File: config.mk
export PLATFORM = sky130hd
export DESIGN_NAME = doc_queue
export DESIGN_NICKNAME = d
export VERILOG_FILES = /design/src/hdl/doc_pkg.sv /design/src/hdl/doc_queue.sv
export VERILOG_INCLUDE_DIRS = /design/src /design/src/hdl
export SDC_FILE = /design/constraint.sdc
export NUM_CORES = 1
export LEC_CHECK = 0
export BUFFER_PORTS_ARGS = -buffer_cell sky130_fd_sc_hd__buf_2
export CAP_MARGIN = 10
export CORE_MARGIN = 4
export CORE_UTILIZATION = 45
export CTS_BUF_LIST = sky130_fd_sc_hd__clkbuf_4 sky130_fd_sc_hd__clkbuf_8
export CTS_CLUSTER_SIZE = 20
export DETAILED_ROUTE_END_ITERATION = 10
export PLACE_DENSITY = 0.67
export SETUP_SLACK_MARGIN = 0.3
export SYNTH_ARGS = -nofsm -noshare
export SYNTH_HDL_FRONTEND = slang
export SYNTH_SLANG_ARGS = --single-unit
File: constraint.sdc
create_clock -name clk_i -period 7.8 [get_ports clk_i]
set_input_delay 1.56 -clock clk_i [delete_from_list [all_inputs] [get_ports clk_i]]
set_output_delay 1.56 -clock clk_i [all_outputs]
set_load 0.02 [all_outputs]
File: src/hdl/dissolved_oxygen_compensation_macros.svh
// ----------------------------------------------------------------------------
// Assertion macros for the dissolved oxygen compensation block
// Shared property forms, all clocked on clk_i and disabled while rst_ni is low.
// ----------------------------------------------------------------------------
`ifndef DISSOLVED_OXYGEN_COMPENSATION_MACROS_SVH
`define DISSOLVED_OXYGEN_COMPENSATION_MACROS_SVH

// pre implies post in the same cycle
`define DOC_ASSERT_NOW(name, pre, post, msg) \
  name: assert property (@(posedge clk_i) disable iff (!rst_ni) (pre) |-> (post)) \
    else $error(msg);

// pre implies post in the next cycle
`define DOC_ASSERT_NEXT(name, pre, post, msg) \
  name: assert property (@(posedge clk_i) disable iff (!rst_ni) (pre) |=> (post)) \
    else $error(msg);

// pre implies post a fixed number of cycles later
`define DOC_ASSERT_LATER(name, pre, n, post, msg) \
  name: assert property (@(posedge clk_i) disable iff (!rst_ni) (pre) |-> ##(n) (post)) \
    else $error(msg);

`endif

File: src/hdl/doc_pkg.sv
// ----------------------------------------------------------------------------
// doc_pkg
// Widths, constants, shared types and the reference oxygen table.
// ----------------------------------------------------------------------------
`default_nettype none

package doc_pkg;

  localparam int ADC_BITS = 12;

  localparam int AdcW     = ADC_BITS;
  localparam int TempW    = 6;
  localparam int MvW      = 12;
  localparam int PtsW     = 2;
  localparam int CfgIdxW  = 3;
  localparam int CfgDataW = 12;
  localparam int ScaleW   = 26;   // holds 3300 * largest table entry
  localparam int QuotW    = ScaleW;
  localparam int ReadingW = 26;
  localparam int SatW     = 16;
  localparam int MagW     = 18;   // |(T - t2) * (v1 - v2)| stays below 2^18
  localparam int DenW     = 6;
  localparam int ProdW    = AdcW + ScaleW;

  localparam int QueueDepth = 2;
  localparam int QueuePtrW  = (QueueDepth > 1) ? $clog2(QueueDepth) : 1;
  localparam int QueueCntW  = $clog2(QueueDepth + 1);

  localparam int FullScaleMv = 3300;
  localparam int MvPerDegree = 35;
  localparam logic [TempW-1:0] TableLast = TempW'(40);

  // Register indexes
  localparam logic [CfgIdxW-1:0] CfgIdxMode   = CfgIdxW'(0);
  localparam logic [CfgIdxW-1:0] CfgIdxPoints = CfgIdxW'(1);
  localparam logic [CfgIdxW-1:0] CfgIdxV1     = CfgIdxW'(2);
  localparam logic [CfgIdxW-1:0] CfgIdxT1     = CfgIdxW'(3);
  localparam logic [CfgIdxW-1:0] CfgIdxV2     = CfgIdxW'(4);
  localparam logic [CfgIdxW-1:0] CfgIdxT2     = CfgIdxW'(5);

  // Calibration point counts
  localparam logic [PtsW-1:0] CfgPointsOne = PtsW'(1);
  localparam logic [PtsW-1:0] CfgPointsTwo = PtsW'(2);

  typedef enum logic [1:0] {
    KIND_MV,
    KIND_ONE,
    KIND_TWO,
    KIND_ERR
  } item_kind_e;

  typedef struct packed {
    logic            mode;
    logic [PtsW-1:0] points;
    logic [MvW-1:0]  v1;
    logic [TempW-1:0] t1;
    logic [MvW-1:0]  v2;
    logic [TempW-1:0] t2;
  } cfg_t;

  localparam cfg_t CfgReset = '{
    mode:   1'b0,
    points: CfgPointsOne,
    v1:     '0,
    t1:     TempW'(25),
    v2:     '0,
    t2:     TempW'(15)
  };

  // Classified request handed from the front end to the back end
  typedef struct packed {
    logic [AdcW-1:0]   adc;
    logic [ScaleW-1:0] scale;
    logic [SatW-1:0]   divisor;
    logic              err;
  } item_t;

  // Reference oxygen (ug/L) at each whole degree, premultiplied by full scale mV
  function automatic logic [ScaleW-1:0] ref_scale(input logic [TempW-1:0] idx);
    logic [ScaleW-1:0] scale;
    case (idx)
      6'd0:    scale = ScaleW'(14460 * FullScaleMv);
      6'd1:    scale = ScaleW'(14220 * FullScaleMv);
      6'd2:    scale = ScaleW'(13820 * FullScaleMv);
      6'd3:    scale = ScaleW'(13440 * FullScaleMv);
      6'd4:    scale = ScaleW'(13090 * FullScaleMv);
      6'd5:    scale = ScaleW'(12740 * FullScaleMv);
      6'd6:    scale = ScaleW'(12420 * FullScaleMv);
      6'd7:    scale = ScaleW'(12110 * FullScaleMv);
      6'd8:    scale = ScaleW'(11810 * FullScaleMv);
      6'd9:    scale = ScaleW'(11530 * FullScaleMv);
      6'd10:   scale = ScaleW'(11260 * FullScaleMv);
      6'd11:   scale = ScaleW'(11010 * FullScaleMv);
      6'd12:   scale = ScaleW'(10770 * FullScaleMv);
      6'd13:   scale = ScaleW'(10530 * FullScaleMv);
      6'd14:   scale = ScaleW'(10300 * FullScaleMv);
      6'd15:   scale = ScaleW'(10080 * FullScaleMv);
      6'd16:   scale = ScaleW'(9860 * FullScaleMv);
      6'd17:   scale = ScaleW'(9660 * FullScaleMv);
      6'd18:   scale = ScaleW'(9460 * FullScaleMv);
      6'd19:   scale = ScaleW'(9270 * FullScaleMv);
      6'd20:   scale = ScaleW'(9080 * FullScaleMv);
      6'd21:   scale = ScaleW'(8900 * FullScaleMv);
      6'd22:   scale = ScaleW'(8730 * FullScaleMv);
      6'd23:   scale = ScaleW'(8570 * FullScaleMv);
      6'd24:   scale = ScaleW'(8410 * FullScaleMv);
      6'd25:   scale = ScaleW'(8250 * FullScaleMv);
      6'd26:   scale = ScaleW'(8110 * FullScaleMv);
      6'd27:   scale = ScaleW'(7960 * FullScaleMv);
      6'd28:   scale = ScaleW'(7820 * FullScaleMv);
      6'd29:   scale = ScaleW'(7690 * FullScaleMv);
      6'd30:   scale = ScaleW'(7560 * FullScaleMv);
      6'd31:   scale = ScaleW'(7430 * FullScaleMv);
      6'd32:   scale = ScaleW'(7300 * FullScaleMv);
      6'd33:   scale = ScaleW'(7180 * FullScaleMv);
      6'd34:   scale = ScaleW'(7070 * FullScaleMv);
      6'd35:   scale = ScaleW'(6950 * FullScaleMv);
      6'd36:   scale = ScaleW'(6840 * FullScaleMv);
      6'd37:   scale = ScaleW'(6730 * FullScaleMv);
      6'd38:   scale = ScaleW'(6630 * FullScaleMv);
      6'd39:   scale = ScaleW'(6530 * FullScaleMv);
      default: scale = ScaleW'(6410 * FullScaleMv);
    endcase
    return scale;
  endfunction

endpackage

`default_nettype wire

File: src/hdl/doc_queue.sv
// ----------------------------------------------------------------------------
// doc_queue
// Short FIFO between front end and back end; drains whenever not empty.
// ----------------------------------------------------------------------------
`default_nettype none
`include "dissolved_oxygen_compensation_macros.svh"

module doc_queue (
  input  logic           clk_i,
  input  logic           rst_ni,
  input  logic           push_i,
  input  doc_pkg::item_t push_item_i,
  output logic           pop_valid_o,
  output doc_pkg::item_t pop_item_o,
  output logic           full_o
);

  doc_pkg::item_t               mem_q [doc_pkg::QueueDepth];
  logic [doc_pkg::QueuePtrW-1:0] wr_ptr_q, wr_ptr_d;
  logic [doc_pkg::QueuePtrW-1:0] rd_ptr_q, rd_ptr_d;
  logic [doc_pkg::QueueCntW-1:0] count_q, count_d;
  logic                          pop;

  always_comb begin
    pop         = (count_q != '0);
    pop_valid_o = pop;
    pop_item_o  = mem_q[rd_ptr_q];
    full_o      = (count_q == doc_pkg::QueueCntW'(doc_pkg::QueueDepth));

    wr_ptr_d = wr_ptr_q;
    rd_ptr_d = rd_ptr_q;
    if (push_i) begin
      wr_ptr_d = (wr_ptr_q == doc_pkg::QueuePtrW'(doc_pkg::QueueDepth - 1))
               ? '0 : wr_ptr_q + 1'b1;
    end
    if (pop) begin
      rd_ptr_d = (rd_ptr_q == doc_pkg::QueuePtrW'(doc_pkg::QueueDepth - 1))
               ? '0 : rd_ptr_q + 1'b1;
    end
    count_d = count_q + doc_pkg::QueueCntW'(push_i) - doc_pkg::QueueCntW'(pop);
  end

  always_ff @(posedge clk_i or negedge rst_ni) begin
    if (!rst_ni) begin
      wr_ptr_q <= '0;
      rd_ptr_q <= '0;
      count_q  <= '0;
    end else begin
      wr_ptr_q <= wr_ptr_d;
      rd_ptr_q <= rd_ptr_d;
      count_q  <= count_d;
    end
  end

  always_ff @(posedge clk_i) begin
    if (push_i) begin
      mem_q[wr_ptr_q] <= push_item_i;
    end
  end

  `DOC_ASSERT_NOW(a_no_overflow, push_i, count_q != doc_pkg::QueueCntW'(doc_pkg::QueueDepth), "push into a full queue")
  `DOC_ASSERT_NEXT(a_push_drains, push_i, pop_valid_o, "pushed request not offered to the back end")

endmodule

`default_nettype wire

==> out/metrics.cfg <==
[yosys]
syn_area_per_cell_um2=23.3
synthCells=185
ys_warn_count=0
syn-num-nets=244
syn-cell-area_um2=4310
synth.yosys.seq_area_share_pct=79.0
ys_ff_latch=114
synth.distinct_cells=13

[route]
postRouteAntennaNets=0
drc_errors=0
firstDrtPassIters=6
wire_per_inst_um=15.5
drt_iter0_markers=61
routed_wl_mm=7.05
dr_total_vias=2101
viasPerCell=4.63

[setup_path]
worstPathMaxFanout=56
start_kind=flop
end_kind=output port
crit_required_ns=6.24
cp_cell_sequence=mux2_2 -> buf_2
cp_num_buf_inv=1
cp_slowest_cell=dfrtp_4
max_stage_delay_ns=1.04
arrival_ns=2.10
critPathKind=reg -> out
cpLargestDelayFamily=flip-flops
regToRegSetupSlack_ns=5.91

[power_and_ir_drop]
internal-power_w=0.00137
power_frac_clock_pct=24.9
ir_drop_v=0.000160
p_leak_nw=2.15
power_w=0.00199
p_per_area_nw_per_um2=370
seqPwrFrac_pct=45.7
p_sw_w=0.000614
pwr-share-comb_pct=29.4
swShare_pct=30.9

[floorplan]
die-area_um2=11200
ioPinCount=115
initial_core_util_pct=46.4
fp.dieW_um=106
die_y_um=106
fp.coreArea_um2=9280
num_rows=35

[hold_path]
min_path_type=reg -> reg

[clocking]
cts.htree.levels=4
clockBufferDepth=2
post-cts-setup-buffer-count=0
clkTransAtPathRegs_ns=0.07
cts_resized=0
cts_tree=built
cts_hold_buf=0
cts-buffers-inserted=17
cts-root-buf=clkbuf_8
clock_latency_ns=0.40
cts_sinks=114

[sta]
fin_crit_ns=3.66
finalSetupViolations=0
fin_crit_sh_pct=46.9
worst_pin_slew_ns=0.977
worst_slew_margin_rel_pct=34.9
fmax_mhz=273
slew_viol_final=0
rsz0062_at_grt=no
finalHoldViolations=0
fin_tns_setup_ns=0
clock_skew_ns=0.00975

[grt]
grt_pass1_wl_mm=11.0
grt_max_degree=57
grt_pass1_vias=2264
track_usage_pct=13.3
grt_overflow=0
antenna_found_initial=1

[flow_run]
cap_violations=0

[layout]
drive_gt1_share_pct=62.5
area.growth.synth_to_final_pct=24.6
layout_common_cells=buf_2, edfxtp_1, mux2_4
n_fill_cell=765
fin_util_pct=57.8
num_antenna_cells=0
fin_nets=373
layout_commonest_cell=buf_2

[outcome]
outcome=completed

[place]
portBuffers=114
gp_congestion=0.672
dpl.hpwl_mm=4.57

==> power by group through the flow <==
stage	sequential, W	clock, W	combinational, W
after floorplan	0.000849	0	0.000508
after global placement	0.000923	0	0.000591
after detailed placement	0.000928	0	0.000594
after CTS	0.000916	0.000512	0.000596
after global routing	0.000928	0.000545	0.000621
final	0.000909	0.000495	0.000584
==> worst paths after layout <==
check,startpoint,end,depth (start not counted)
min reg2reg,wr_ptr_q,wr_ptr_q,1
max in group asynchronous,rst_ni,rd_ptr_q,1
min,wr_ptr_q,wr_ptr_q,1
min in group asynchronous,rst_ni,count_q[0],1
max reg2reg,wr_ptr_q,mem_q[0][15],2
max,rd_ptr_q,pop_item_o[36],2
==> through the flow <==
stage	hold slack (ns)	cells	worst slack, ns	cell area [um^2]
floorplan	0.453	185	3.34	4310
global placement	0.520	424	4.56	5010
detailed placement	0.532	424	4.55	5010
CTS	0.542	454	4.09	5370
global route	0.562	454	4.04	5370
finish	0.541	454	4.14	5370
==> sequential cells by signal (all words and copies together) (netlist names) <==
| register | cells |
|---|---|
| rd_ptr_q | 1 |
| count_q | 2 |
| mem_q | 110 |
| wr_ptr_q | 1 |
==> cell type report <==
class	instances	area, um^2	share of cell area [%]
Multi-Input combinational cell	65	852	15.9
Clock buffer	18	241	4.50
Clock inverter	12	119	2.21
Timing Repair Buffer	116	586	10.9
Sequential cell	114	3410	63.5
Tap cell	129	161	3.01
==> Yosys cell counts, drive strengths merged <==
cell    instances  area (um^2)
and2            1         6.26
ha              1         12.5
mux2           55          769
nor2b           3         18.8
dfrtp           4          100
nand2           1         3.75
buf             6         61.3
edfxtp        110         3300
xnor2           1         8.76
xor2            2         17.5
or2             1         6.26
==> per-layer routing <==
layer  share of wire (%)  vias to the layer above  track usage [%]  wire, um
met5               0.099                        -                0         7
met1                  39                     1017             14.9      2730
met3                 8.3                       11             6.55       585
met2                  52                       82             21.7      3640
li1                    -                      989                -         -
met4                 1.2                        2             5.74        87
==> cell families (layout without fill, tap and decap cells) <==
family,Yosys count,in the layout,share of synthesized area [%]
and+or+nand+nor,6,6,0.813
buffers and inverters,6,146,1.42
adders and majority gates,1,1,0.290
xor gates and xnor gates,3,3,0.610
muxes,55,55,17.9
DFF,114,114,79.0
==> worst register-to-register path: cells and delay by family, from the launching register on <==
kind                   cells  cell delay, ns
DFF                        1            0.43
and+or+nand+nor            1            0.54
buffers and inverters      1            0.53
No activity file was read; power rests on OpenSTA's default activity.
