## src/hdl/dissolved_oxygen_compensation_macros.svh

```systemverilog
// ----------------------------------------------------------------------------
// Assertion macros for the dissolved oxygen compensation block
// Shared property forms, all clocked on clk_i and disabled while rst_ni is low.
// ----------------------------------------------------------------------------
`ifndef DISSOLVED_OXYGEN_COMPENSATION_MACROS_SVH
`define DISSOLVED_OXYGEN_COMPENSATION_MACROS_SVH

// pre implies post in the same cycle
`define DOC_ASSERT_NOW(name, pre, post, msg) \
  name: assert property (@(posedge clk_i) disable iff (!rst_ni) (pre) |-> (post)) \
    else $error(msg);

// pre implies post in the next cycle
`define DOC_ASSERT_NEXT(name, pre, post, msg) \
  name: assert property (@(posedge clk_i) disable iff (!rst_ni) (pre) |=> (post)) \
    else $error(msg);

// pre implies post a fixed number of cycles later
`define DOC_ASSERT_LATER(name, pre, n, post, msg) \
  name: assert property (@(posedge clk_i) disable iff (!rst_ni) (pre) |-> ##(n) (post)) \
    else $error(msg);

`endif

```

## src/hdl/doc_pkg.sv

```systemverilog
// ----------------------------------------------------------------------------
// doc_pkg
// Widths, constants, shared types and the reference oxygen table.
// ----------------------------------------------------------------------------
`default_nettype none

package doc_pkg;

  localparam int ADC_BITS = 12;

  localparam int AdcW     = ADC_BITS;
  localparam int TempW    = 6;
  localparam int MvW      = 12;
  localparam int PtsW     = 2;
  localparam int CfgIdxW  = 3;
  localparam int CfgDataW = 12;
  localparam int ScaleW   = 26;   // holds 3300 * largest table entry
  localparam int QuotW    = ScaleW;
  localparam int ReadingW = 26;
  localparam int SatW     = 16;
  localparam int MagW     = 18;   // |(T - t2) * (v1 - v2)| stays below 2^18
  localparam int DenW     = 6;
  localparam int ProdW    = AdcW + ScaleW;

  localparam int QueueDepth = 2;
  localparam int QueuePtrW  = (QueueDepth > 1) ? $clog2(QueueDepth) : 1;
  localparam int QueueCntW  = $clog2(QueueDepth + 1);

  localparam int FullScaleMv = 3300;
  localparam int MvPerDegree = 35;
  localparam logic [TempW-1:0] TableLast = TempW'(40);

  // Register indexes
  localparam logic [CfgIdxW-1:0] CfgIdxMode   = CfgIdxW'(0);
  localparam logic [CfgIdxW-1:0] CfgIdxPoints = CfgIdxW'(1);
  localparam logic [CfgIdxW-1:0] CfgIdxV1     = CfgIdxW'(2);
  localparam logic [CfgIdxW-1:0] CfgIdxT1     = CfgIdxW'(3);
  localparam logic [CfgIdxW-1:0] CfgIdxV2     = CfgIdxW'(4);
  localparam logic [CfgIdxW-1:0] CfgIdxT2     = CfgIdxW'(5);

  // Calibration point counts
  localparam logic [PtsW-1:0] CfgPointsOne = PtsW'(1);
  localparam logic [PtsW-1:0] CfgPointsTwo = PtsW'(2);

  typedef enum logic [1:0] {
    KIND_MV,
    KIND_ONE,
    KIND_TWO,
    KIND_ERR
  } item_kind_e;

  typedef struct packed {
    logic            mode;
    logic [PtsW-1:0] points;
    logic [MvW-1:0]  v1;
    logic [TempW-1:0] t1;
    logic [MvW-1:0]  v2;
    logic [TempW-1:0] t2;
  } cfg_t;

  localparam cfg_t CfgReset = '{
    mode:   1'b0,
    points: CfgPointsOne,
    v1:     '0,
    t1:     TempW'(25),
    v2:     '0,
    t2:     TempW'(15)
  };

  // Classified request handed from the front end to the back end
  typedef struct packed {
    logic [AdcW-1:0]   adc;
    logic [ScaleW-1:0] scale;
    logic [SatW-1:0]   divisor;
    logic              err;
  } item_t;

  // Reference oxygen (ug/L) at each whole degree, premultiplied by full scale mV
  function automatic logic [ScaleW-1:0] ref_scale(input logic [TempW-1:0] idx);
    logic [ScaleW-1:0] scale;
    case (idx)
      6'd0:    scale = ScaleW'(14460 * FullScaleMv);
      6'd1:    scale = ScaleW'(14220 * FullScaleMv);
      6'd2:    scale = ScaleW'(13820 * FullScaleMv);
      6'd3:    scale = ScaleW'(13440 * FullScaleMv);
      6'd4:    scale = ScaleW'(13090 * FullScaleMv);
      6'd5:    scale = ScaleW'(12740 * FullScaleMv);
      6'd6:    scale = ScaleW'(12420 * FullScaleMv);
      6'd7:    scale = ScaleW'(12110 * FullScaleMv);
      6'd8:    scale = ScaleW'(11810 * FullScaleMv);
      6'd9:    scale = ScaleW'(11530 * FullScaleMv);
      6'd10:   scale = ScaleW'(11260 * FullScaleMv);
      6'd11:   scale = ScaleW'(11010 * FullScaleMv);
      6'd12:   scale = ScaleW'(10770 * FullScaleMv);
      6'd13:   scale = ScaleW'(10530 * FullScaleMv);
      6'd14:   scale = ScaleW'(10300 * FullScaleMv);
      6'd15:   scale = ScaleW'(10080 * FullScaleMv);
      6'd16:   scale = ScaleW'(9860 * FullScaleMv);
      6'd17:   scale = ScaleW'(9660 * FullScaleMv);
      6'd18:   scale = ScaleW'(9460 * FullScaleMv);
      6'd19:   scale = ScaleW'(9270 * FullScaleMv);
      6'd20:   scale = ScaleW'(9080 * FullScaleMv);
      6'd21:   scale = ScaleW'(8900 * FullScaleMv);
      6'd22:   scale = ScaleW'(8730 * FullScaleMv);
      6'd23:   scale = ScaleW'(8570 * FullScaleMv);
      6'd24:   scale = ScaleW'(8410 * FullScaleMv);
      6'd25:   scale = ScaleW'(8250 * FullScaleMv);
      6'd26:   scale = ScaleW'(8110 * FullScaleMv);
      6'd27:   scale = ScaleW'(7960 * FullScaleMv);
      6'd28:   scale = ScaleW'(7820 * FullScaleMv);
      6'd29:   scale = ScaleW'(7690 * FullScaleMv);
      6'd30:   scale = ScaleW'(7560 * FullScaleMv);
      6'd31:   scale = ScaleW'(7430 * FullScaleMv);
      6'd32:   scale = ScaleW'(7300 * FullScaleMv);
      6'd33:   scale = ScaleW'(7180 * FullScaleMv);
      6'd34:   scale = ScaleW'(7070 * FullScaleMv);
      6'd35:   scale = ScaleW'(6950 * FullScaleMv);
      6'd36:   scale = ScaleW'(6840 * FullScaleMv);
      6'd37:   scale = ScaleW'(6730 * FullScaleMv);
      6'd38:   scale = ScaleW'(6630 * FullScaleMv);
      6'd39:   scale = ScaleW'(6530 * FullScaleMv);
      default: scale = ScaleW'(6410 * FullScaleMv);
    endcase
    return scale;
  endfunction

endpackage

`default_nettype wire

```

## src/hdl/doc_back.sv

```systemverilog
// ----------------------------------------------------------------------------
// doc_back
// Scales the sample by the table value, then divides by the saturation
// voltage in a one-bit-per-stage unsigned divider.
// ----------------------------------------------------------------------------
`default_nettype none
`include "dissolved_oxygen_compensation_macros.svh"

module doc_back (
  input  logic                         clk_i,
  input  logic                         rst_ni,
  input  logic                         in_valid_i,
  input  doc_pkg::item_t               in_item_i,
  output logic                         res_valid_o,
  output logic [doc_pkg::ReadingW-1:0] reading_o,
  output logic                         math_error_o
);

  typedef struct packed {
    logic [doc_pkg::QuotW-1:0] num;
    logic [doc_pkg::SatW-1:0]  rem;
    logic [doc_pkg::SatW-1:0]  div;
    logic                      err;
  } bdiv_t;

  function automatic bdiv_t bdiv_step(input bdiv_t cur);
    logic [doc_pkg::SatW:0] trial;
    logic [doc_pkg::SatW:0] diff;
    logic                   take;
    bdiv_t                  nxt;
    trial = {cur.rem, cur.num[doc_pkg::QuotW-1]};
    diff  = trial - {1'b0, cur.div};
    take  = (trial >= {1'b0, cur.div});
    nxt     = cur;
    nxt.rem = take ? diff[doc_pkg::SatW-1:0] : trial[doc_pkg::SatW-1:0];
    nxt.num = {cur.num[doc_pkg::QuotW-2:0], take};
    return nxt;
  endfunction

  logic [doc_pkg::ProdW-1:0] prod;
  bdiv_t                     bst_d [doc_pkg::QuotW+1];
  bdiv_t                     bst_q [doc_pkg::QuotW+1];
  logic [doc_pkg::QuotW:0]   bv_q;

  logic                         res_valid_q;
  logic [doc_pkg::ReadingW-1:0] reading_q, reading_d;
  logic                         err_q;

  always_comb begin
    // drop the converter full-scale bits right after the multiply
    prod           = doc_pkg::ProdW'(in_item_i.adc) * doc_pkg::ProdW'(in_item_i.scale);
    bst_d[0].num   = prod[doc_pkg::AdcW +: doc_pkg::QuotW];
    bst_d[0].rem   = '0;
    bst_d[0].div   = in_item_i.divisor;
    bst_d[0].err   = in_item_i.err;
    for (int k = 0; k < doc_pkg::QuotW; k++) begin
      bst_d[k+1] = bdiv_step(bst_q[k]);
    end
    reading_d = bst_q[doc_pkg::QuotW].err ? '0
              : doc_pkg::ReadingW'(bst_q[doc_pkg::QuotW].num);
  end

  always_ff @(posedge clk_i or negedge rst_ni) begin
    if (!rst_ni) begin
      bv_q        <= '0;
      res_valid_q <= 1'b0;
    end else begin
      bv_q        <= {bv_q[doc_pkg::QuotW-1:0], in_valid_i};
      res_valid_q <= bv_q[doc_pkg::QuotW];
    end
  end

  always_ff @(posedge clk_i) begin
    for (int k = 0; k <= doc_pkg::QuotW; k++) begin
      bst_q[k] <= bst_d[k];
    end
    reading_q <= reading_d;
    err_q     <= bst_q[doc_pkg::QuotW].err;
  end

  assign res_valid_o  = res_valid_q;
  assign reading_o    = reading_q;
  assign math_error_o = err_q;

  `DOC_ASSERT_LATER(a_back_latency, in_valid_i, doc_pkg::QuotW + 2, res_valid_o, "back end lost a request")

endmodule

`default_nettype wire

```

## config.mk

```make
export PLATFORM = sky130hd
export DESIGN_NAME = doc_back
export DESIGN_NICKNAME = d
export VERILOG_FILES = /design/src/hdl/doc_pkg.sv /design/src/hdl/doc_back.sv
export VERILOG_INCLUDE_DIRS = /design/src /design/src/hdl
export SDC_FILE = /design/constraint.sdc
export NUM_CORES = 2
export LEC_CHECK = 0
export ABC_AREA = 1
export BUFFER_PORTS_ARGS = -buffer_cell sky130_fd_sc_hd__buf_4
export CAP_MARGIN = 20
export CELL_PAD_IN_SITES_DETAIL_PLACEMENT = 1
export CELL_PAD_IN_SITES_GLOBAL_PLACEMENT = 2
export CORE_ASPECT_RATIO = 1.75
export CORE_MARGIN = 3
export CORE_UTILIZATION = 40
export CTS_CLUSTER_DIAMETER = 150
export DETAILED_ROUTE_END_ITERATION = 10
export GPL_TIMING_DRIVEN = 0
export PLACE_DENSITY_LB_ADDON = 0.1
export SYNTH_ARGS = -nofsm -noshare
export SYNTH_HDL_FRONTEND = slang
export SYNTH_SLANG_ARGS = --single-unit
export TNS_END_PERCENT = 50
```

## constraint.sdc

```tcl
create_clock -name clk_i -period 2.4 [get_ports clk_i]
set_input_delay 0.24 -clock clk_i [delete_from_list [all_inputs] [get_ports clk_i]]
set_output_delay 0.24 -clock clk_i [all_outputs]
set_load 0.005 [all_outputs]
```

==> flow_summary_export.csv <==
group,metric,value,unit
sta,setup_ws,-1.676,ns
setup_path,crit_fanout,5,
power_and_ir_drop,ir_drop,1.286,mV
final_layout,area_delta_synth_final,18.13,%
drt,dr_wl_met2,113700,um
final_layout,post_route_cells_drive_above_1_share,15.04,%
synthesis,synth_edf_count,0,
power_and_ir_drop,switchingPower,51.80,mW
placed_design,hpwl,155300,um
clock_tree,clk_path_buf_depth,4,
setup_path,required,3.10,ns
clock_tree,cts_root_buf,"clkbuf_16",
drt,wirelength,192500,um
sta,fin_crit_sh,169.8,%
floorplan,dieHeight,555.6,um
placed_design,gp_congestion,0.8780,
setup_path,cp_slowest_cell,"fa_2",
drt,met1_length,61420,um
final_layout,nFillCells,19510,
setup_path,cp-start-kind,"input port",
synthesis,post_synth.cell_area_avg,9.094,um^2
setup_path,cp_slowest_stage_delay,0.58,ns
sta,hold_viol_final,0,
setup_path,path_common_cell,"fa_1",
drt,drt-initial-drc-count,1365,
setup_path,critPathKind,"in2reg",
clock_tree,clk_latency,0.80,ns
job,max_cap_viol_count,0,
synthesis,ys_types,52,
global_routing,grt_max_degree,29,
setup_path,path_cells,"clkbuf_16, clkbuf_16, nand2_4, inv_2, fa_1, fa_1, fa_1, fa_1, inv_2, fa_2, inv_2, ha_4, nand2_4, nor2_4, inv_1, nor2_4, inv_1, nor2_2, nand4_1, nand3_2, xor2_4",
drt,wl_met3,3593,um
clock_tree,cts_tree,"built",
floorplan,dieArea,177800,um^2
synthesis,yosys_most_used_dff,"dfxtp_1",
power_and_ir_drop,combPwrFrac,49.9,%
setup_path,crit_arrival,4.77,ns
synthesis,synth.yosys.warnings,0,
clock_tree,cts_buffers,156,
global_routing,antenna_found_initial,2,
global_routing,grt_first_pass_wirelength,298500,um
sta,finClkSkew,0.05017,ns
placed_design,placedInstanceArea,73400,um^2
final_layout,design_area,81540,um^2
drt,postRouteAntennaNets,0,
synthesis,async_flop_share,1.750,%
power_and_ir_drop,p_leak,40.57,nW
sta,holdWs,0.1110,ns
sta,maxSlewViolCount,0,
hold_path,hp-class,"in2reg",
sta,grt_setup_unrepaired,"yes",
floorplan,ios,86,
drt,via_per_inst,4.791,
sta,worstMarginPinSlew,1.003,ns
clock_tree,path_clk_slew,0.06,ns
power_and_ir_drop,pwr-share-clk,19.9,%
final_layout,multi_input_area,33420,um^2
drt,wl_per_cell,18.67,um
drt,vias,49410,
sta,fin_crit,4.076,ns
setup_path,crit_family,"adder cells",
synthesis,synth_nets,8386,
synthesis,synthCells,7591,
sta,setup_viol,26,
status,status,"finished with violations",
final_layout,fin_nets,8763,
setup_path,end_kind,"register",
floorplan,die-width,320.0,um
synthesis,synth-seq-cells,1600,
final_layout,regArea,32190,um^2
power_and_ir_drop,seq_power_share,30.2,%
setup_path,path_buf_inv,7,
global_routing,grt_usage,21.55,%
synthesis,synthesis.area,69030,um^2
synthesis,yosysSeqAreaShare,46.60,%
global_routing,grt_pass1_vias,55250,
power_and_ir_drop,power.density,1540,nW/um^2
placed_design,io_buffers,73,
floorplan,rows,201,
drt,route.detailed.drc,0,
clock_tree,numClockSinks,1600,
power_and_ir_drop,swShare,41.24,%
sta,fmax,245.3,MHz
status,violations,"negative setup slack",
drt,top_layer,"met4",
clock_tree,htree_levels,4,
sta,max_slew_margin,32.89,%
floorplan,core,171500,um^2
floorplan,start_util,40.25,%
global_routing,overflow,0,
setup_path,r2r_slack,0.09,ns
drt,first_pass_iters,5,
power_and_ir_drop,p_int,73.81,mW
-- state kept, by name, summed over array words and instances (netlist names) --
name / count
reading_o: 26
math_error_o: 1
bv_q: 27
res_valid_o: 1
bst_q: 1545
-- metal layers --
layer | vias up | global-route usage [%]
li1 | 24510 | -
met1 | 23700 | 18.36
met2 | 661 | 46.16
met3 | 535 | 1.968
met4 | 0 | 13.22
met5 | - | 0
-- worst register-to-register path, delay by kind of cell, from the launching register on --
kind,cells,cell delay (ns)
DFF,1,0.34
AOI/OAI and AO/OA,1,0.42
adders and majority gates,2,0.64
buffers and inverters,1,0.05
xor gates and xnor gates,1,0.15
and+or+nand+nor,6,0.63
-- synth_stat cells, types with 24 or more instances --
cell | number | share of area (%)
nand2_2 | 62 | 0.56
clkbuf_1 | 63 | 0.34
nand3_2 | 24 | 0.35
o21bai_1 | 25 | 0.27
nor2_1 | 277 | 1.5
ha_1 | 474 | 8.6
xnor2_1 | 109 | 1.4
nand2_4 | 48 | 0.78
dfxtp_1 | 1572 | 46
buf_4 | 28 | 0.30
buf_6 | 24 | 0.39
xor2_1 | 198 | 2.5
a21oi_1 | 352 | 2.6
nand3b_1 | 66 | 0.72
dfrtp_1 | 28 | 1.0
fa_1 | 263 | 7.6
o21ai_0 | 204 | 1.5
nand3_1 | 481 | 3.5
inv_1 | 1128 | 6.1
nand2_1 | 1859 | 10
-- repair_timing --
item                                    4_1_cts  5_1_grt
gates resized for setup                     239      183
hold buffers                                 21        0
pin swaps                                    43      103
buffers inserted                             44       69
hold endpoints to repair                     46        0
gates cloned                                 11        1
endpoints found under the setup margin      133      198
-- power by group through the flow --
stage          Combinational, mW  Sequential (mW)  Clock (mW)
3_5_place_dp                53.3             38.6           0
3_3_place_gp                52.7             38.5           0
6_report                    62.7             37.9        25.0
2_1_floorplan               38.8             36.6           0
4_1_cts                     58.4             38.1        25.8
5_1_grt                     69.3             38.7        26.9
-- metrics by stage --
| stage | TNS, ns | setup WS [ns] | util, % | power (mW) | instances |
|---|---|---|---|---|---|
| floorplan | -47.80 | -1.975 | - | 75.47 | 7591 |
| global placement | -73.49 | -3.030 | 42.78 | 91.16 | 9897 |
| detailed placement | -76.28 | -3.044 | 42.79 | 91.91 | 9898 |
| CTS | -38.03 | -1.626 | 46.81 | 122.4 | 10240 |
| global route | -42.49 | -1.797 | 47.54 | 135.0 | 10310 |
| finish | -40.42 | -1.676 | 47.54 | 125.6 | 10310 |
-- area by class of cell --
class                           count  share of cell area [%]
Multi-Input combinational cell   4714                   40.98
Sequential cell                  1600                   39.48
Clock buffer                      196                   5.269
Inverter                         1139                   5.265
Tap cell                         2233                   3.426
Timing Repair Buffer              220                   2.369
Buffer                            137                   2.078
Clock inverter                     72                   1.123
Antenna cell                        2                0.006138
-- final timing paths --
path,start,to,depth (start not counted)
max reg2reg,bst_q[0][235]$_DFF_P_,bst_q[0][267]$_DFF_P_,11
min in group asynchronous,rst_ni,res_valid_o$_DFF_PN0_,4
max,in_item_i[52],bst_q[0][58]$_DFF_P_,21
max in group asynchronous,rst_ni,bv_q[6]$_DFF_PN0_,4
min,in_item_i[10],bst_q[0][10]$_DFF_P_,2
min reg2reg,bst_q[0][874]$_DFF_P_,bst_q[0][934]$_DFF_P_,0
-- kinds of logic after synthesis --
logic type	Yosys count	share of synthesized area, %
and+or+nand+nor	2904	18.62
DFF	1600	46.60
buffers and inverters	1277	7.421
AOI/OAI and AO/OA	766	7.243
adders and majority gates	737	16.22
xor gates and xnor gates	307	3.895
-- cells in the final DEF, fill, tap and decap left out, types with 121 or more instances in the layout --
cell / instances
dfxtp_1: 1557
inv_1: 1082
a21oi_1: 295
buf_4: 197
nand2_1: 1765
nand2_2: 121
o21ai_0: 163
nor2_1: 255
clkbuf_16: 186
ha_1: 437
xor2_1: 190
nand3_1: 477
fa_1: 237
Power figures use the tool's default switching activity.
