$ cat src/hdl/dissolved_oxygen_compensation_macros.svh
// ----------------------------------------------------------------------------
// Assertion macros for the dissolved oxygen compensation block
// Shared property forms, all clocked on clk_i and disabled while rst_ni is low.
// ----------------------------------------------------------------------------
`ifndef DISSOLVED_OXYGEN_COMPENSATION_MACROS_SVH
`define DISSOLVED_OXYGEN_COMPENSATION_MACROS_SVH

// pre implies post in the same cycle
`define DOC_ASSERT_NOW(name, pre, post, msg) \
  name: assert property (@(posedge clk_i) disable iff (!rst_ni) (pre) |-> (post)) \
    else $error(msg);

// pre implies post in the next cycle
`define DOC_ASSERT_NEXT(name, pre, post, msg) \
  name: assert property (@(posedge clk_i) disable iff (!rst_ni) (pre) |=> (post)) \
    else $error(msg);

// pre implies post a fixed number of cycles later
`define DOC_ASSERT_LATER(name, pre, n, post, msg) \
  name: assert property (@(posedge clk_i) disable iff (!rst_ni) (pre) |-> ##(n) (post)) \
    else $error(msg);

`endif

$ cat src/hdl/doc_pkg.sv
// ----------------------------------------------------------------------------
// doc_pkg
// Widths, constants, shared types and the reference oxygen table.
// ----------------------------------------------------------------------------
`default_nettype none

package doc_pkg;

  localparam int ADC_BITS = 12;

  localparam int AdcW     = ADC_BITS;
  localparam int TempW    = 6;
  localparam int MvW      = 12;
  localparam int PtsW     = 2;
  localparam int CfgIdxW  = 3;
  localparam int CfgDataW = 12;
  localparam int ScaleW   = 26;   // holds 3300 * largest table entry
  localparam int QuotW    = ScaleW;
  localparam int ReadingW = 26;
  localparam int SatW     = 16;
  localparam int MagW     = 18;   // |(T - t2) * (v1 - v2)| stays below 2^18
  localparam int DenW     = 6;
  localparam int ProdW    = AdcW + ScaleW;

  localparam int QueueDepth = 2;
  localparam int QueuePtrW  = (QueueDepth > 1) ? $clog2(QueueDepth) : 1;
  localparam int QueueCntW  = $clog2(QueueDepth + 1);

  localparam int FullScaleMv = 3300;
  localparam int MvPerDegree = 35;
  localparam logic [TempW-1:0] TableLast = TempW'(40);

  // Register indexes
  localparam logic [CfgIdxW-1:0] CfgIdxMode   = CfgIdxW'(0);
  localparam logic [CfgIdxW-1:0] CfgIdxPoints = CfgIdxW'(1);
  localparam logic [CfgIdxW-1:0] CfgIdxV1     = CfgIdxW'(2);
  localparam logic [CfgIdxW-1:0] CfgIdxT1     = CfgIdxW'(3);
  localparam logic [CfgIdxW-1:0] CfgIdxV2     = CfgIdxW'(4);
  localparam logic [CfgIdxW-1:0] CfgIdxT2     = CfgIdxW'(5);

  // Calibration point counts
  localparam logic [PtsW-1:0] CfgPointsOne = PtsW'(1);
  localparam logic [PtsW-1:0] CfgPointsTwo = PtsW'(2);

  typedef enum logic [1:0] {
    KIND_MV,
    KIND_ONE,
    KIND_TWO,
    KIND_ERR
  } item_kind_e;

  typedef struct packed {
    logic            mode;
    logic [PtsW-1:0] points;
    logic [MvW-1:0]  v1;
    logic [TempW-1:0] t1;
    logic [MvW-1:0]  v2;
    logic [TempW-1:0] t2;
  } cfg_t;

  localparam cfg_t CfgReset = '{
    mode:   1'b0,
    points: CfgPointsOne,
    v1:     '0,
    t1:     TempW'(25),
    v2:     '0,
    t2:     TempW'(15)
  };

  // Classified request handed from the front end to the back end
  typedef struct packed {
    logic [AdcW-1:0]   adc;
    logic [ScaleW-1:0] scale;
    logic [SatW-1:0]   divisor;
    logic              err;
  } item_t;

  // Reference oxygen (ug/L) at each whole degree, premultiplied by full scale mV
  function automatic logic [ScaleW-1:0] ref_scale(input logic [TempW-1:0] idx);
    logic [ScaleW-1:0] scale;
    case (idx)
      6'd0:    scale = ScaleW'(14460 * FullScaleMv);
      6'd1:    scale = ScaleW'(14220 * FullScaleMv);
      6'd2:    scale = ScaleW'(13820 * FullScaleMv);
      6'd3:    scale = ScaleW'(13440 * FullScaleMv);
      6'd4:    scale = ScaleW'(13090 * FullScaleMv);
      6'd5:    scale = ScaleW'(12740 * FullScaleMv);
      6'd6:    scale = ScaleW'(12420 * FullScaleMv);
      6'd7:    scale = ScaleW'(12110 * FullScaleMv);
      6'd8:    scale = ScaleW'(11810 * FullScaleMv);
      6'd9:    scale = ScaleW'(11530 * FullScaleMv);
      6'd10:   scale = ScaleW'(11260 * FullScaleMv);
      6'd11:   scale = ScaleW'(11010 * FullScaleMv);
      6'd12:   scale = ScaleW'(10770 * FullScaleMv);
      6'd13:   scale = ScaleW'(10530 * FullScaleMv);
      6'd14:   scale = ScaleW'(10300 * FullScaleMv);
      6'd15:   scale = ScaleW'(10080 * FullScaleMv);
      6'd16:   scale = ScaleW'(9860 * FullScaleMv);
      6'd17:   scale = ScaleW'(9660 * FullScaleMv);
      6'd18:   scale = ScaleW'(9460 * FullScaleMv);
      6'd19:   scale = ScaleW'(9270 * FullScaleMv);
      6'd20:   scale = ScaleW'(9080 * FullScaleMv);
      6'd21:   scale = ScaleW'(8900 * FullScaleMv);
      6'd22:   scale = ScaleW'(8730 * FullScaleMv);
      6'd23:   scale = ScaleW'(8570 * FullScaleMv);
      6'd24:   scale = ScaleW'(8410 * FullScaleMv);
      6'd25:   scale = ScaleW'(8250 * FullScaleMv);
      6'd26:   scale = ScaleW'(8110 * FullScaleMv);
      6'd27:   scale = ScaleW'(7960 * FullScaleMv);
      6'd28:   scale = ScaleW'(7820 * FullScaleMv);
      6'd29:   scale = ScaleW'(7690 * FullScaleMv);
      6'd30:   scale = ScaleW'(7560 * FullScaleMv);
      6'd31:   scale = ScaleW'(7430 * FullScaleMv);
      6'd32:   scale = ScaleW'(7300 * FullScaleMv);
      6'd33:   scale = ScaleW'(7180 * FullScaleMv);
      6'd34:   scale = ScaleW'(7070 * FullScaleMv);
      6'd35:   scale = ScaleW'(6950 * FullScaleMv);
      6'd36:   scale = ScaleW'(6840 * FullScaleMv);
      6'd37:   scale = ScaleW'(6730 * FullScaleMv);
      6'd38:   scale = ScaleW'(6630 * FullScaleMv);
      6'd39:   scale = ScaleW'(6530 * FullScaleMv);
      default: scale = ScaleW'(6410 * FullScaleMv);
    endcase
    return scale;
  endfunction

endpackage

`default_nettype wire

$ cat src/hdl/doc_front.sv
// ----------------------------------------------------------------------------
// doc_front
// Classifies each request, finds the table scale and the saturation voltage.
// The two-point slope goes through a one-bit-per-stage unsigned divider on magnitudes; the sign is applied after.
// ----------------------------------------------------------------------------
`default_nettype none
`include "dissolved_oxygen_compensation_macros.svh"

module doc_front (
  input  logic                        clk_i,
  input  logic                        rst_ni,
  input  doc_pkg::cfg_t               cfg_i,
  input  logic                        in_valid_i,
  input  logic [doc_pkg::AdcW-1:0]    adc_i,
  input  logic [doc_pkg::TempW-1:0]   temp_i,
  output logic                        out_valid_o,
  output doc_pkg::item_t              out_item_o
);

  typedef struct packed {
    logic [doc_pkg::AdcW-1:0]   adc;
    doc_pkg::item_kind_e        kind;
    logic [doc_pkg::ScaleW-1:0] scale;
    logic [doc_pkg::SatW-1:0]   one_sat;
    logic                       neg;
    logic [doc_pkg::DenW-1:0]   den;
    logic [doc_pkg::DenW-1:0]   rem;
    logic [doc_pkg::MagW-1:0]   num;
  } fdiv_t;

  // One restoring step: bring down the next dividend bit, subtract if it fits
  function automatic fdiv_t fdiv_step(input fdiv_t cur);
    logic [doc_pkg::DenW:0] trial;
    logic [doc_pkg::DenW:0] diff;
    logic                   take;
    fdiv_t                  nxt;
    trial = {cur.rem, cur.num[doc_pkg::MagW-1]};
    diff  = trial - {1'b0, cur.den};
    take  = (trial >= {1'b0, cur.den});
    nxt      = cur;
    nxt.rem  = take ? diff[doc_pkg::DenW-1:0] : trial[doc_pkg::DenW-1:0];
    nxt.num  = {cur.num[doc_pkg::MagW-2:0], take};
    return nxt;
  endfunction

  logic                      s1_valid_q;
  logic [doc_pkg::AdcW-1:0]  s1_adc_q;
  logic [doc_pkg::TempW-1:0] s1_temp_q;

  logic signed [doc_pkg::DenW:0]            dt;
  logic signed [doc_pkg::DenW:0]            den_s;
  logic signed [doc_pkg::MvW:0]             dv;
  logic signed [doc_pkg::DenW+doc_pkg::MvW+1:0] prod_s;
  logic [doc_pkg::DenW+doc_pkg::MvW+1:0]    prod_abs;
  logic [doc_pkg::DenW:0]                   den_abs;
  logic [doc_pkg::SatW-1:0]                 one_sat;
  logic [doc_pkg::TempW-1:0]                tbl_idx;
  doc_pkg::item_kind_e                      kind;

  fdiv_t                 fst_d [doc_pkg::MagW+1];
  fdiv_t                 fst_q [doc_pkg::MagW+1];
  logic [doc_pkg::MagW:0] fv_q;

  fdiv_t                    last;
  logic [doc_pkg::SatW-1:0] quot;
  logic [doc_pkg::SatW-1:0] sat;

  always_ff @(posedge clk_i or negedge rst_ni) begin
    if (!rst_ni) begin
      s1_valid_q <= 1'b0;
      fv_q       <= '0;
    end else begin
      s1_valid_q <= in_valid_i;
      fv_q       <= {fv_q[doc_pkg::MagW-1:0], s1_valid_q};
    end
  end

  always_ff @(posedge clk_i) begin
    if (in_valid_i) begin
      s1_adc_q  <= adc_i;
      s1_temp_q <= temp_i;
    end
    for (int k = 0; k <= doc_pkg::MagW; k++) begin
      fst_q[k] <= fst_d[k];
    end
  end

  // Classify and set up the slope division
  always_comb begin
    dt       = $signed({1'b0, s1_temp_q}) - $signed({1'b0, cfg_i.t2});
    den_s    = $signed({1'b0, cfg_i.t1}) - $signed({1'b0, cfg_i.t2});
    dv       = $signed({1'b0, cfg_i.v1}) - $signed({1'b0, cfg_i.v2});
    prod_s   = dt * dv;
    prod_abs = prod_s[doc_pkg::DenW+doc_pkg::MvW+1] ? $unsigned(-prod_s) : $unsigned(prod_s);
    den_abs  = den_s[doc_pkg::DenW] ? $unsigned(-den_s) : $unsigned(den_s);
    // wraps at 16 bits on purpose
    one_sat  = doc_pkg::SatW'(cfg_i.v1)
             + doc_pkg::SatW'(s1_temp_q) * doc_pkg::SatW'(doc_pkg::MvPerDegree)
             - doc_pkg::SatW'(cfg_i.t1) * doc_pkg::SatW'(doc_pkg::MvPerDegree);
    tbl_idx  = (s1_temp_q > doc_pkg::TableLast) ? doc_pkg::TableLast : s1_temp_q;

    if (cfg_i.mode) begin
      kind = doc_pkg::KIND_MV;
    end else begin
      case (cfg_i.points)
        doc_pkg::CfgPointsOne: kind = doc_pkg::KIND_ONE;
        doc_pkg::CfgPointsTwo: kind = (den_s == '0) ? doc_pkg::KIND_ERR : doc_pkg::KIND_TWO;
        default:               kind = doc_pkg::KIND_ERR;
      endcase
    end

    fst_d[0].adc     = s1_adc_q;
    fst_d[0].kind    = kind;
    fst_d[0].scale   = cfg_i.mode ? doc_pkg::ScaleW'(doc_pkg::FullScaleMv)
                                  : doc_pkg::ref_scale(tbl_idx);
    fst_d[0].one_sat = one_sat;
    fst_d[0].neg     = prod_s[doc_pkg::DenW+doc_pkg::MvW+1] ^ den_s[doc_pkg::DenW];
    fst_d[0].den     = den_abs[doc_pkg::DenW-1:0];
    fst_d[0].rem     = '0;
    fst_d[0].num     = prod_abs[doc_pkg::MagW-1:0];

    for (int k = 0; k < doc_pkg::MagW; k++) begin
      fst_d[k+1] = fdiv_step(fst_q[k]);
    end
  end

  // Finish the saturation voltage and flag bad calibrations
  always_comb begin
    last = fst_q[doc_pkg::MagW];
    quot = last.num[doc_pkg::SatW-1:0];
    case (last.kind)
      doc_pkg::KIND_MV:  sat = doc_pkg::SatW'(1);
      doc_pkg::KIND_ONE: sat = last.one_sat;
      doc_pkg::KIND_TWO: sat = last.neg ? doc_pkg::SatW'(cfg_i.v2) - quot
                                        : doc_pkg::SatW'(cfg_i.v2) + quot;
      default:           sat = '0;
    endcase
    out_item_o.adc     = last.adc;
    out_item_o.scale   = last.scale;
    out_item_o.divisor = sat;
    out_item_o.err     = (last.kind == doc_pkg::KIND_ERR) || (sat == '0);
    out_valid_o        = fv_q[doc_pkg::MagW];
  end

  `DOC_ASSERT_NOW(a_two_point_span, fv_q[0] && (fst_q[0].kind == doc_pkg::KIND_TWO), fst_q[0].den != '0, "two-point request with zero temperature span")
  `DOC_ASSERT_NOW(a_mv_never_err, out_valid_o && (last.kind == doc_pkg::KIND_MV), !out_item_o.err, "millivolt request flagged as error")

endmodule

`default_nettype wire

$ cat config.mk
export PLATFORM = sky130hd
export DESIGN_NAME = doc_front
export DESIGN_NICKNAME = d
export VERILOG_FILES = /design/src/hdl/doc_pkg.sv /design/src/hdl/doc_front.sv
export VERILOG_INCLUDE_DIRS = /design/src /design/src/hdl
export SDC_FILE = /design/constraint.sdc
export NUM_CORES = 2
export LEC_CHECK = 0
export BUFFER_PORTS_ARGS = -buffer_cell sky130_fd_sc_hd__clkbuf_2
export CAP_MARGIN = 5
export CELL_PAD_IN_SITES_DETAIL_PLACEMENT = 1
export CELL_PAD_IN_SITES_GLOBAL_PLACEMENT = 2
export CORE_AREA = 2 2 370 280
export CTS_CLUSTER_SIZE = 10
export DETAILED_ROUTE_END_ITERATION = 8
export DIE_AREA = 0 0 372 282
export PLACE_DENSITY_LB_ADDON = 0.08
export SYNTH_ARGS = -nofsm -noshare
export SYNTH_HDL_FRONTEND = slang
export SYNTH_SLANG_ARGS = --single-unit
$ cat constraint.sdc
create_clock -name clk_i -period 17.8 [get_ports clk_i]
set_input_delay 0.89 -clock clk_i [delete_from_list [all_inputs] [get_ports clk_i]]
set_output_delay 0.89 -clock clk_i [all_outputs]
set_load 0.02 [all_outputs]
==> results.txt <==
Minimum setup slack after placement - 9.58 ns
Arithmetic-cell share of the synthesized area counting full adders, half adders and majority gates - 11.8%
Post-synthesis simple-gate area fraction - 5.37%
Area of the core - 101000 µm²
Final setup skew - 0.0765 ns
IO Pins - 116
Startpoint types - flop
Arrival @ worst endpoint - 8.48 ns
Sum Neg Setup Slack - 0 ns
Setup repair after global routing missed its margin - no
Category of the worst setup path capture point - flop
Flip-flop and latch count after synthesis - 1562
Most used cells in the layout excluding fill and tap cells - sky130_fd_sc_hd__dfxtp_1 (1524), sky130_fd_sc_hd__inv_1 (408), sky130_fd_sc_hd__ha_1 (243)
Root Driver - sky130_fd_sc_hd__clkbuf_16
Final Hold Fails - 0
Detailed Route Iter0 Violations - 1222
Post-route DRC - 0
H-tree levels - 4
Final Non-Filler Cells - 5160
Proportion of layout cells with a drive suffix above 1 - 10.4%
Clock transition time at the flip-flop clock pins of the worst setup and hold paths - 0.06 ns
Post-route antenna net violation count - 0
Number of buffer cells added on primary ports - 113
Most common library cell in the layout ignoring fill and taps - sky130_fd_sc_hd__dfxtp_1
Register area - 31600 µm²
Height of the die - 282 µm
Area growth from synthesis to layout - 14.6%
Hold crit path type - in2async
Critical Path Source - s1_temp_q[0]
Number of resized instances in the post-cts repair step - 0
Synthesized instance count - 3574
CP most frequent cell - sky130_fd_sc_hd__inv_1
Hold WS - 0.0521 ns
Inserted Clock Buffers - 175
Number of vias in the routed layout - 24100
Vias in the first global route - 26300
Initial antenna violation count - 6
Pin count of the biggest net entering global routing - 42
Share of the synthesized area in compound gates (AO/OA/AOI/OAI) - 5.85%
Cts-stage hold buffer count - 0
Number of enable flip-flop cells after synthesis - 18
Warnings from Yosys - 0
GRT Total Usage - 17.3%
Placed insts - 4947
Final routed wirelength across all metal layers - 88.6 mm
Area of the mapped netlist - 46300 µm²
Multiplexer share of the synthesized area - 2.09%
Fraction of registers with async set/reset - 1.28%
Number of buffers added for setup after CTS - 0
Gpl congestion - 0.868
Mean area per synthesized cell - 13.0 µm²
Initial cell density of the core - 45.8%
Register area share after synthesis - 68.2%
Xor-xnor portion of the synthesized cell area - 2.34%
Reg-to-Reg Start - s1_temp_q[0]
Clock tree from TritonCTS - built
Category of the critical setup timing path - reg2reg
MaxCap Viol Count - 0
Critical path required time - 18.43 ns
Worst stage delay on the critical path - 0.71 ns
Final setup fails - 0
Worst-case headroom to the max-slew limit - 24.9%
Detailed Routing Iterations Pass 1 - 5
Library cell contributing the largest single delay on the critical path - sky130_fd_sc_hd__a2111oi_0
Sum of net half-perimeters after detailed placement - 61.9 mm
Transition time at the pin with the least slew margin - 1.12 ns
Routed wire length per instance - 17.2 µm
Clock network latency to the later pin of the worst-skew pair - 0.79 ns
Fin crit period - 7.85 ns
Buffers & Inverters on Critical Path - 6
NumNets Final - 4209
Final worst path period share - 44.1%
Number of distinct library cells after synthesis - 86
Overall die width - 372 µm
Combinational family with the most area after synthesis - adder cells
Maximum clock insertion buffer count - 3
Result of the run - complete, no violations
Wire length of the first global-routing pass - 141 mm
Ys flop type - sky130_fd_sc_hd__dfxtp_1
Vias per cell - 4.68
Final-report max-slew violation count - 0
Clk sink count - 1562
Number of rows in the core area - 101
Critical-path maximum fanout - 10
Global-route congestion overflow total - 0
Smallest setup slack after layout - 9.95 ns
Combined area of the multi-input logic cells - 12700 µm²
Category of cells accounting for the largest share of critical-path delay - adder cells
FMAX - 0.127 GHz
Area of the die - 105000 µm²
Layout filler cell count - 9947
-- layout make-up --
cell class | count | area share, %
sequential | 1562 | 59.5
multi-input combinational | 1514 | 24.0
clock buffer | 195 | 8.49
tap | 1339 | 3.16
inverter | 409 | 2.89
timing repair buffer | 123 | 1.21
clock inverter | 16 | 0.800
antenna | 2 | 0.00943
-- per-stage QoR --
stage,instance area [µm²],util [%]
4_1_cts,53000,52.5
3_3_place_gp,48100,47.7
3_5_place_dp,48100,47.7
2_1_floorplan,46300,-
6_report,53100,52.5
5_1_grt,53000,52.5
-- synth_stat cells (7+ instances only) --
master,n,area [µm²]
sky130_fd_sc_hd__fa_1,121,2420
sky130_fd_sc_hd__mux2i_1,37,370
sky130_fd_sc_hd__or3_1,8,50.1
sky130_fd_sc_hd__o211ai_1,7,52.6
sky130_fd_sc_hd__nand2b_1,11,68.8
sky130_fd_sc_hd__nor4_1,10,62.6
sky130_fd_sc_hd__mux2_2,49,552
sky130_fd_sc_hd__o21ai_0,152,761
sky130_fd_sc_hd__a31oi_1,8,50.1
sky130_fd_sc_hd__clkbuf_1,46,173
sky130_fd_sc_hd__nand2_1,121,454
sky130_fd_sc_hd__o21a_1,10,75.1
sky130_fd_sc_hd__buf_4,38,285
sky130_fd_sc_hd__nor2_1,202,758
sky130_fd_sc_hd__or4_1,18,135
sky130_fd_sc_hd__a21o_1,19,143
sky130_fd_sc_hd__xnor2_1,100,876
sky130_fd_sc_hd__a21boi_0,22,165
sky130_fd_sc_hd__or2_2,10,62.6
sky130_fd_sc_hd__o211a_1,16,160
sky130_fd_sc_hd__xor2_1,22,193
sky130_fd_sc_hd__a21oi_1,92,460
sky130_fd_sc_hd__and2_1,13,81.3
sky130_fd_sc_hd__o31ai_1,7,52.6
sky130_fd_sc_hd__ha_1,243,3040
sky130_fd_sc_hd__a211oi_1,18,135
sky130_fd_sc_hd__dfxtp_1,1524,30500
sky130_fd_sc_hd__edfxtp_1,18,541
sky130_fd_sc_hd__inv_1,408,1530
sky130_fd_sc_hd__nand3_1,14,70.1
sky130_fd_sc_hd__nor3_1,22,110
sky130_fd_sc_hd__dfrtp_1,20,500
sky130_fd_sc_hd__nor2b_1,47,294
sky130_fd_sc_hd__nand4_1,18,113
-- sequential cells by signal (all words and copies together) (netlist names) --
register	flops
fst_q	1524
s1_valid_q	1
s1_temp_q	6
fv_q	19
s1_adc_q	12
-- layer usage --
| layer | part of all wire (%) | vias up | wire length [µm] | track usage (%) |
|---|---|---|---|---|
| met5 | 0.30 | - | 263 | 1.69 |
| met4 | 1.9 | 4 | 1680 | 5.57 |
| met3 | 4.7 | 130 | 4160 | 3.87 |
| met2 | 43 | 450 | 38200 | 25.9 |
| met1 | 50 | 11700 | 44300 | 24.6 |
| li1 | - | 11800 | - | - |
-- worst register-to-register path, stage by stage, from the launching register on --
cell and delay, ns:
sky130_fd_sc_hd__edfxtp_1 0.60, sky130_fd_sc_hd__inv_1 0.46, sky130_fd_sc_hd__ha_1 0.24, sky130_fd_sc_hd__inv_1 0.06, sky130_fd_sc_hd__fa_1 0.43, sky130_fd_sc_hd__a21o_1 0.18
sky130_fd_sc_hd__a21oi_1 0.30, sky130_fd_sc_hd__o21bai_1 0.11, sky130_fd_sc_hd__a21o_1 0.30, sky130_fd_sc_hd__inv_1 0.27, sky130_fd_sc_hd__nand2_1 0.12, sky130_fd_sc_hd__fa_1 0.43
sky130_fd_sc_hd__inv_1 0.08, sky130_fd_sc_hd__fa_1 0.45, sky130_fd_sc_hd__fa_1 0.54, sky130_fd_sc_hd__inv_1 0.05, sky130_fd_sc_hd__fa_1 0.53, sky130_fd_sc_hd__inv_1 0.04
sky130_fd_sc_hd__ha_1 0.38, sky130_fd_sc_hd__nor4_1 0.39, sky130_fd_sc_hd__a211oi_1 0.12, sky130_fd_sc_hd__a2111oi_0 0.71, sky130_fd_sc_hd__o31ai_1 0.15, sky130_fd_sc_hd__a21oi_1 0.20
sky130_fd_sc_hd__xor2_1 0.26, sky130_fd_sc_hd__a31oi_1 0.14, sky130_fd_sc_hd__xnor2_1 0.16
-- cells by family (layout without fill, tap and decap cells) --
logic type,Yosys count,after routing
flops,1562,1562
simple gates,519,519
buf+inv,499,743
compound gates,418,418
fa+ha+maj,364,364
xor+xnor,123,123
mux,88,88
other cells,1,4
-- path summary, 6_finish.rpt --
path                                 to  slack [ns]  cells after the start
min in group clk_i          s1_adc_q[8]        0.27                      1
max reg2reg                fst_q[0][17]        9.95                     26
max                        fst_q[0][17]        9.95                     26
min                            fv_q[13]        0.05                      1
max in group asynchronous       fv_q[9]       17.41                      1
min reg2reg                fst_q[6][40]        0.29                      0
Power is left out: the tool's default activity adds up to more than one toggle a clock period on the data nets, which glitch-free logic cannot reach.
